===== src/rtl/lru2_pkg.sv =====
// Package for the two-list LRU-2 cache: command codes, search codes, sequencer
// phases and the shift codes shared by the list cells. No dependencies.
`default_nettype none
package lru2_pkg;

  typedef enum logic [2:0] {
    CMD_INSERT = 3'd0,
    CMD_VISIT  = 3'd1,
    CMD_GET    = 3'd2,
    CMD_UPDATE = 3'd3,
    CMD_DELETE = 3'd4,
    CMD_CLEAR  = 3'd5
  } cmd_t;

  typedef enum logic [1:0] {
    WHERE_NONE = 2'd0,
    WHERE_MAIN = 2'd1,
    WHERE_HIST = 2'd2
  } where_t;

  typedef enum logic [2:0] {
    PH_IDLE   = 3'd0,
    PH_SEARCH = 3'd1,
    PH_STEP1  = 3'd2,
    PH_STEP2  = 3'd3,
    PH_DONE   = 3'd4
  } phase_t;

  // Shift operation shared by every cell in a list in a given cycle; only selected cells apply it.
  typedef enum logic [1:0] {
    OP_HOLD  = 2'd0,
    OP_PUSH  = 2'd1,  // shift right from front up to and including pos
    OP_PULL  = 2'd2,  // shift left from pos up to last (drop at pos)
    OP_WRITE = 2'd3   // overwrite data at pos
  } op_t;

  localparam int CfgIdxLru  = 0;
  localparam int CfgIdxHist = 1;
  localparam int CfgIdxW    = 1;

endpackage
`default_nettype wire


===== src/rtl/lru2_cell.sv =====
// One list cell: holds a key and data word, compares with the search key and
// takes its neighbour's (or the head's) contents on push or pull and the head data on write. Uses lru2_pkg.
`default_nettype none
module lru2_cell #(
  parameter int KW = 32,
  parameter int DW = 32
) (
  input  wire logic          clk,
  input  wire lru2_pkg::op_t op,
  input  wire logic          sel,      // cell takes part in the shift / write
  input  wire logic          front,    // first cell: take head data on push
  input  wire logic [KW-1:0] head_key,
  input  wire logic [DW-1:0] head_data,
  input  wire logic [KW-1:0] left_key,
  input  wire logic [DW-1:0] left_data,
  input  wire logic [KW-1:0] right_key,
  input  wire logic [DW-1:0] right_data,
  input  wire logic [KW-1:0] search_key,
  output logic               hit,
  output logic      [KW-1:0] key_q,
  output logic      [DW-1:0] data_q
);
  logic [KW-1:0] key_r, key_nxt;
  logic [DW-1:0] data_r, data_nxt;

  always_comb begin
    key_nxt  = key_r;
    data_nxt = data_r;
    if (sel) begin
      unique case (op)
        lru2_pkg::OP_PUSH: begin
          key_nxt  = front ? head_key  : left_key;
          data_nxt = front ? head_data : left_data;
        end
        lru2_pkg::OP_PULL: begin
          key_nxt  = right_key;
          data_nxt = right_data;
        end
        lru2_pkg::OP_WRITE: data_nxt = head_data;
        default: ;
      endcase
    end
  end

  always_ff @(posedge clk) begin
    key_r  <= key_nxt;
    data_r <= data_nxt;
  end

  assign hit    = (key_r == search_key);
  assign key_q  = key_r;
  assign data_q = data_r;
endmodule
`default_nettype wire


===== src/rtl/lru2_list.sv =====
// A row of lru2_cell instances forming one recency list, front at cell 0.
// Produces per-cell hit flags and applies one shift operation per cycle.
`default_nettype none
module lru2_list #(
  parameter int DEPTH = 16,
  parameter int KW    = 32,
  parameter int DW    = 32,
  localparam int IW   = (DEPTH > 1) ? $clog2(DEPTH) : 1
) (
  input  wire logic          clk,
  input  wire lru2_pkg::op_t op,
  input  wire logic [IW-1:0] pos,
  input  wire logic [IW-1:0] last,     // highest cell that pull shifts from
  input  wire logic [KW-1:0] head_key,
  input  wire logic [DW-1:0] head_data,
  input  wire logic [KW-1:0] search_key,
  output logic [DEPTH-1:0]   hits,
  output logic [KW-1:0]      keys [DEPTH],
  output logic [DW-1:0]      datas [DEPTH]
);
  for (genvar i = 0; i < DEPTH; i++) begin : g_cell
    logic          sel;
    logic [KW-1:0] lk, rk;
    logic [DW-1:0] ld, rd;
    always_comb begin
      unique case (op)
        lru2_pkg::OP_PUSH:  sel = (IW'(i) <= pos);
        lru2_pkg::OP_PULL:  sel = (IW'(i) >= pos) && (IW'(i) < last);
        lru2_pkg::OP_WRITE: sel = (IW'(i) == pos);
        default:            sel = 1'b0;
      endcase
    end
    if (i == 0) begin : g_l0
      assign lk = head_key;
      assign ld = head_data;
    end else begin : g_l
      assign lk = keys[i-1];
      assign ld = datas[i-1];
    end
    if (i == DEPTH-1) begin : g_rn
      assign rk = keys[i];
      assign rd = datas[i];
    end else begin : g_r
      assign rk = keys[i+1];
      assign rd = datas[i+1];
    end
    lru2_cell #(.KW(KW), .DW(DW)) u_cell (
      .clk(clk), .op(op), .sel(sel), .front(i == 0),
      .head_key(head_key), .head_data(head_data),
      .left_key(lk), .left_data(ld), .right_key(rk), .right_data(rd),
      .search_key(search_key), .hit(hits[i]), .key_q(keys[i]), .data_q(datas[i])
    );
  end
endmodule
`default_nettype wire


===== config.mk =====
export PLATFORM = sky130hd
export DESIGN_NAME = lru2_list
export DESIGN_NICKNAME = d
export VERILOG_FILES = /design/src/rtl/lru2_pkg.sv /design/src/rtl/lru2_cell.sv /design/src/rtl/lru2_list.sv
export SDC_FILE = /design/constraint.sdc
export NUM_CORES = 2
export LEC_CHECK = 0
export ABC_CLOCK_PERIOD_IN_PS = 8590
export BUFFER_PORTS_ARGS = -buffer_cell sky130_fd_sc_hd__buf_2
export CAP_MARGIN = 0
export CORE_AREA = 2 2 440 442
export DETAILED_ROUTE_END_ITERATION = 6
export DIE_AREA = 0 0 442 444
export GPL_ROUTABILITY_DRIVEN = 1
export PLACE_DENSITY_LB_ADDON = 0.15
export SYNTH_ARGS = -nofsm -noshare
export SYNTH_HDL_FRONTEND = slang
export SYNTH_SLANG_ARGS = --single-unit

===== constraint.sdc =====
create_clock -name clk -period 8.59 [get_ports clk]
set_clock_uncertainty 0.2 [all_clocks]
set_input_delay 0.4295 -clock clk [delete_from_list [all_inputs] [get_ports clk]]
set_output_delay 0.4295 -clock clk [all_outputs]
set_load 0.02 [all_outputs]

Word-level counts from Yosys, hierarchy flattened
Cells that the tools add are included.
{"block": "op_classes", "order_cmp": 48, "eq_ne": 34, "mux": 47, "n_reduce_logical": 54}
{"operator": "32-bit one-hot mux with 3 select lines", "count": 14}
{"operator": "32-bit one-hot mux with 2 select lines", "count": 17}
{"operator": "32-bit equality test", "count": 16}
{"operator": "2-bit AND reduction", "count": 32}
{"operator": "1-bit one-hot mux with 3 select lines", "count": 16}
{"operator": "4-bit equality test, first input constant", "count": 8}
{"operator": "4-bit greater-or-equal comparator, first input constant", "count": 8}
{"operator": "4-bit less-or-equal comparator, first input constant", "count": 8}
{"operator": "4-bit < comparator, first input constant", "count": 8}
{"operator": "3-bit by 4-bit equality test with 1-bit output, first input constant", "count": 4}
{"operator": "3-bit by 4-bit greater-or-equal comparator with 1-bit output, first input constant", "count": 4}
{"operator": "3-bit by 4-bit less-or-equal comparator with 1-bit output, first input constant", "count": 4}
{"operator": "1-bit logical AND", "count": 16}
{"operator": "3-bit by 4-bit < comparator with 1-bit output, first input constant", "count": 4}
{"operator": "2-bit by 4-bit equality test with 1-bit output, first input constant", "count": 2}
{"operator": "1-bit by 4-bit greater-or-equal comparator with 1-bit output, first input constant", "count": 2}
{"operator": "2-bit by 4-bit greater-or-equal comparator with 1-bit output, first input constant", "count": 2}
{"operator": "1-bit by 4-bit less-or-equal comparator with 1-bit output, first input constant", "count": 2}
{"operator": "2-bit by 4-bit less-or-equal comparator with 1-bit output, first input constant", "count": 2}
{"operator": "1-bit by 4-bit < comparator with 1-bit output, first input constant", "count": 2}
{"operator": "2-bit by 4-bit < comparator with 1-bit output, first input constant", "count": 2}
{"operator": "2-bit nonzero test", "count": 3}
{"operator": "1-bit by 4-bit equality test with 1-bit output, first input constant", "count": 1}
{"operator": "2-bit equality test, second input constant", "count": 2}
{"operator": "4 further kinds", "count": 4}
{"block": "word_totals", "regBits": 1024, "inputBits": 107, "out_inout_bits": 1040, "elab_cells": 215}

Depth between registers and ports, before layout
{"block": "depth", "depth_word": 4, "mapped_depth": 10, "ltp_nobuf": 6}

By module
A second synthesis with hierarchy kept.
{"block": "unflattened", "hier_cells": 5481, "hier_area_um2": 61027.3}
{"mod": "lru2_cell", "n_inst": 16, "cells_each": 337, "area_per_inst_um2": 3777.4, "seq_area_each_um2": 1921.8}
{"mod": "lru2_list", "n_inst": 1, "cells_each": 89, "area_per_inst_um2": 589.3, "seq_area_each_um2": 0.0}

Worst setup path after synthesis
No wires, ideal clock.
{"block": "synth_path", "path_type": "in2reg", "from": "input op[0]", "to": "register g_cell[13].u_cell.data_r[0] (enable)", "arrival_time_ps": 3922, "setup_slack_ps": 3998, "cell_stages": 8, "path_buffers": 3, "cell_sequence": "clkbuf_1 > inv_1 > ha_1 > buf_4 > buf_4 > and2_1 > nand4_1 > a211oi_1"}
{"block": "synth_via", "elab_chain_cells": 3, "word_cells_on_any_way": 6, "classes_between": "eq/ne (3); mux (1); reduce/logical (2)"}
{"element": "from (decl)", "line": "lru2_list.sv:11", "source": "input wire lru2_pkg::op_t op,"}
{"element": "2-bit equality test or 2-bit by 1-bit equality test with 1-bit output (tied branches)", "line": "lru2_cell.sv:30, lru2_list.sv:26"}
{"element": "1-bit one-hot mux with 3 select lines or 3-bit nonzero test (tied branches)"}
{"element": "2-bit AND reduction (no line) (*)"}
{"element": "to (signal assigned)", "line": "lru2_cell.sv:47", "source": "data_r <= data_nxt;"}
{"element": "to (decl)", "line": "lru2_cell.sv:24", "source": "logic [DW-1:0] data_r, data_nxt;"}
Mark *: on every way between the ends. The rest lies on a longest branch, timed or not.
A chain may end at the register's enable or synchronous reset.

Worst setup path after layout
{"block": "layout_path", "from": "register g_cell[12].u_cell.key_r[17]", "to": "output hits[12]"}
{"block": "layout_via", "elab_chain_cells": 1}
{"element": "from (decl)", "line": "lru2_cell.sv:23", "source": "logic [KW-1:0] key_r, key_nxt;"}
{"element": "from (signal assigned)", "line": "lru2_cell.sv:46", "source": "key_r <= key_nxt;"}
{"element": "32-bit equality test", "line": "lru2_cell.sv:50", "source": "assign hit = (key_r == search_key);"}
{"element": "to (decl)", "line": "lru2_list.sv:17", "source": "output logic [DEPTH-1:0] hits,"}
Every way passes these cells.

==> metrics.csv <==
stage;metric;value;unit
worst_setup_path;Cell Chain, Critical Path;xor2_1 -> nor4_1 -> nand4_1 -> nor2_1 -> buf_2;
placement;Final GP Congestion;0.862;
die;row count;161;
yosys;mux contribution to synthesized area;11.5;%
worst_setup_path;crit path DAT;3.18;ns
job;max-cap viol count;0;
pwr;total power;12.9;mW
yosys;Synth Area in XOR/XNOR;9.03;%
cts;CTS tree;done;
worst_setup_path;CP startpoint kind;flop;
run_status;status;finished, final reports clean;
layout;share of cells above drive strength 1;42.7;%
placement;Final HPWL DP;175000;um
timing;Setup TNS;0;ns
worst_setup_path;Req. time, crit path;7.96;ns
timing;setup ws final;4.78;ns
worst_setup_path;CP Class;flop to output port;
pwr;NetSw;3.57;mW
route;Post-Route WL;238000;um
cts;number of CTS-inserted buffers;133;
timing;Tightest Pin Transition;1.45;ns
timing;Max Freq;263;MHz
worst_setup_path;CP endpoint kind;output port;
route;Initial DRC Count;3472;
yosys;Post-synth top cells;edfxtp_1, xor2_1, mux2_2;
die;I/O pin total;1147;
worst_setup_path;highest-delay cell along the critical path;nor4_1;
cts;root buffer selected by CTS;clkbuf_16;
layout;Final Non-Filler Cells;7023;
yosys;leading area contributor after synthesis;edfxtp_1;
timing;Final Hold Fails;0;
die;chip height;444;um
pwr;Lkg Pwr;23.0;nW
pwr;power share of the combinational group;11.4;%
yosys;Post-synth EDFFs;1024;
yosys;Synth Area in Adders;0.126;%
layout;filler instances;19200;
route;DR vias;36100;
yosys;Top FF cell, synth;edfxtp_1;
cts;Max clock buf depth;3;
global_routing;first-pass GRT wire length;321000;um
die;chip width;442;um
cts;H-tree levels;4;
worst_setup_path;Critical path buffers and inverters;1;
worst_setup_path;Crit path max-delay family;simple AND/OR/NAND/NOR gates;
placement;input/output buffers;1146;
timing;setup violators final;0;
timing;post-layout min period;3.81;ns
pwr;PwrDens;206;nW/um^2
route;drc violations;0;
min_path;Hold WC Path Type;input pin to flop;
global_routing;vias in the first global route;35800;
die;Initial Util;25.9;%
timing;max-slew violation count;0;
yosys;most common cell in the synthesized netlist;edfxtp_1;
pwr;worst vdd ir;0.125;mV
yosys;compound-gate portion of the synthesized area;10.0;%
pwr;Net Sw Frac;27.7;%
yosys;asr flop ratio synth;0;%
yosys;Yosys warnings;0;
yosys;leading post-synthesis cells by cell area;edfxtp_1, mux2_2, xor2_1, a221o_1, buf_2;
cts;Worst-Skew Late Latency;0.81;ns
route;post-DR vias/cell;5.14;
pwr;share of power burned in registers;46.6;%
die;core area;192000;um^2
cts;clk slew on worst S/H paths;0.06;ns
pwr;clock power share;42.1;%
yosys;Synth top area share;61.9;%
global_routing;initial antenna violation count;14;
route;antenna-violating nets left;0;
yosys;Post-Syn Nets;3428;
global_routing;aggregate global routing overflow;0;
yosys;average cell area after synthesis;15.0;um^2
cts;clock sink count;1024;
yosys;Mapped Cells;3316;
yosys;Synth Area in Simple Gates;3.76;%
timing;Slew HR;3.55;%
yosys;mapped cell area;49700;um^2
worst_setup_path;Crit path largest cell delay;0.70;ns
route;WL/cell;33.9;um
cts;post-CTS resize count;0;
timing;Hold Slack;0.194;ns
worst_setup_path;Worst Path Max Fanout;4;
placement;Placed Cells;6716;
timing;unrepaired setup endpoints after global routing;no;
pwr;internal power;9.32;mW
yosys;main combinational cell family by area after synthesis;multiplexers;
yosys;FF+latch count, synth;1024;
global_routing;All-Layer GR Usage;23.3;%
die;die area;196000;um^2
route;TritonRoute pass-1 iters;7;
placement;DP Worst Slack;3.97;ns
layout;area added between synthesis and finish;25.8;%
timing;Final Cycle Share;44.3;%
yosys;post-synth cell types;45;
global_routing;largest net degree at the start of global routing;225;
layout;Final #Nets;4501;
yosys;Seq/Total Area, Yosys;61.9;%
[metal layers]
metal	GRT usage, %	wire [um]
met3	5.66	16300
met4	6.49	6550
met2	41.1	122000
met5	0	0
met1	28.2	93700
[what timing repair did]
item | 4_1_cts | 5_1_grt
hold buffers | 64 | 0
hold endpoints to repair | 68 | 0
buffers inserted | 0 | 0
[state kept, by name, indices dropped and copies added, names as in the netlist]
| signal | cells |
|---|---|
| g_cell.u_cell.key_q | 512 |
| g_cell.u_cell.data_q | 512 |
[cells in the final DEF (no fill, tap or decap), types with 4 or more instances in the layout]
cell	Yosys	layout
edfxtp_1	1024	1024
a21o_1	30	30
o21ai_0	15	15
inv_1	67	66
buf_2	213	1146
nor2b_4	0	5
clkinv_1	0	27
o21bai_1	4	4
and2_2	0	4
clkbuf_16	0	134
a221o_1	386	386
clkinv_2	0	17
clkbuf_1	84	36
mux2_2	508	508
and2_1	36	32
nand2_1	77	77
o311ai_0	59	58
bufinv_16	0	5
a211oi_4	0	6
nand4_1	35	35
nor2_4	0	13
buf_4	20	49
nor2_1	31	18
buf_12	0	4
clkinv_8	0	8
dlygate4sd3_1	0	64
diode_2	0	7
nor3_2	0	5
nand3_1	8	8
a21oi_1	14	14
nor4_1	129	129
xor2_1	512	512
[worst register-to-register path, cell delays in order, from the launching register on]
cell and delay, ns:
edfxtp_1 0.41, inv_1 0.06, o311ai_1 0.72
[layout make-up]
cell class,count,area [um^2],area share [%]
clock inverter,66,607,0.971
multi-input combinational,1900,17400,27.8
inverter,67,251,0.403
tap,2526,3160,5.06
timing repair buffer,1263,6820,10.9
sequential,1024,30700,49.2
clock buffer,170,3490,5.58
antenna,7,17.5,0.0280
[logic make-up after synthesis]
logic type	after synthesis
XOR/XNOR	512
AND/OR/NAND/NOR	343
buffers and inverters	392
flip-flops	1024
multiplexers	508
adder cells (fa/ha/maj)	5
AO/OA/AOI/OAI	532
[stage by stage]
stage               instance area (um^2)  utilization (%)
floorplan                          49700                -
global placement                   57700             30.1
detailed placement                 57700             30.1
CTS                                62500             32.6
global route                       62500             32.6
finish                             62500             32.6
[power by group through the flow]
stage | Sequential (mW) | Clock [mW] | Combinational, mW
global route | 6.01 | 5.73 | 1.56
detailed placement | 6.10 | 0 | 1.46
floorplan | 6.17 | 0 | 0.735
CTS | 6.00 | 5.55 | 1.48
finish | 6.00 | 5.42 | 1.47
global placement | 6.10 | 0 | 1.44
[path summary, 6_finish.rpt]
check / from / to / slack (ns) / depth (start not counted)
setup / recovery: g_cell[12].u_cell.key_q[17] / hits[12] / 4.78 / 5
hold / removal: op[0] / g_cell[0].u_cell.data_q[2] / 0.19 / 2
setup reg to reg: g_cell[11].u_cell.data_q[1] / g_cell[12].u_cell.data_q[1] / 6.89 / 2
hold reg to reg: g_cell[0].u_cell.data_q[19] / g_cell[1].u_cell.data_q[19] / 0.36 / 1
Power figures use the tool's default switching activity.
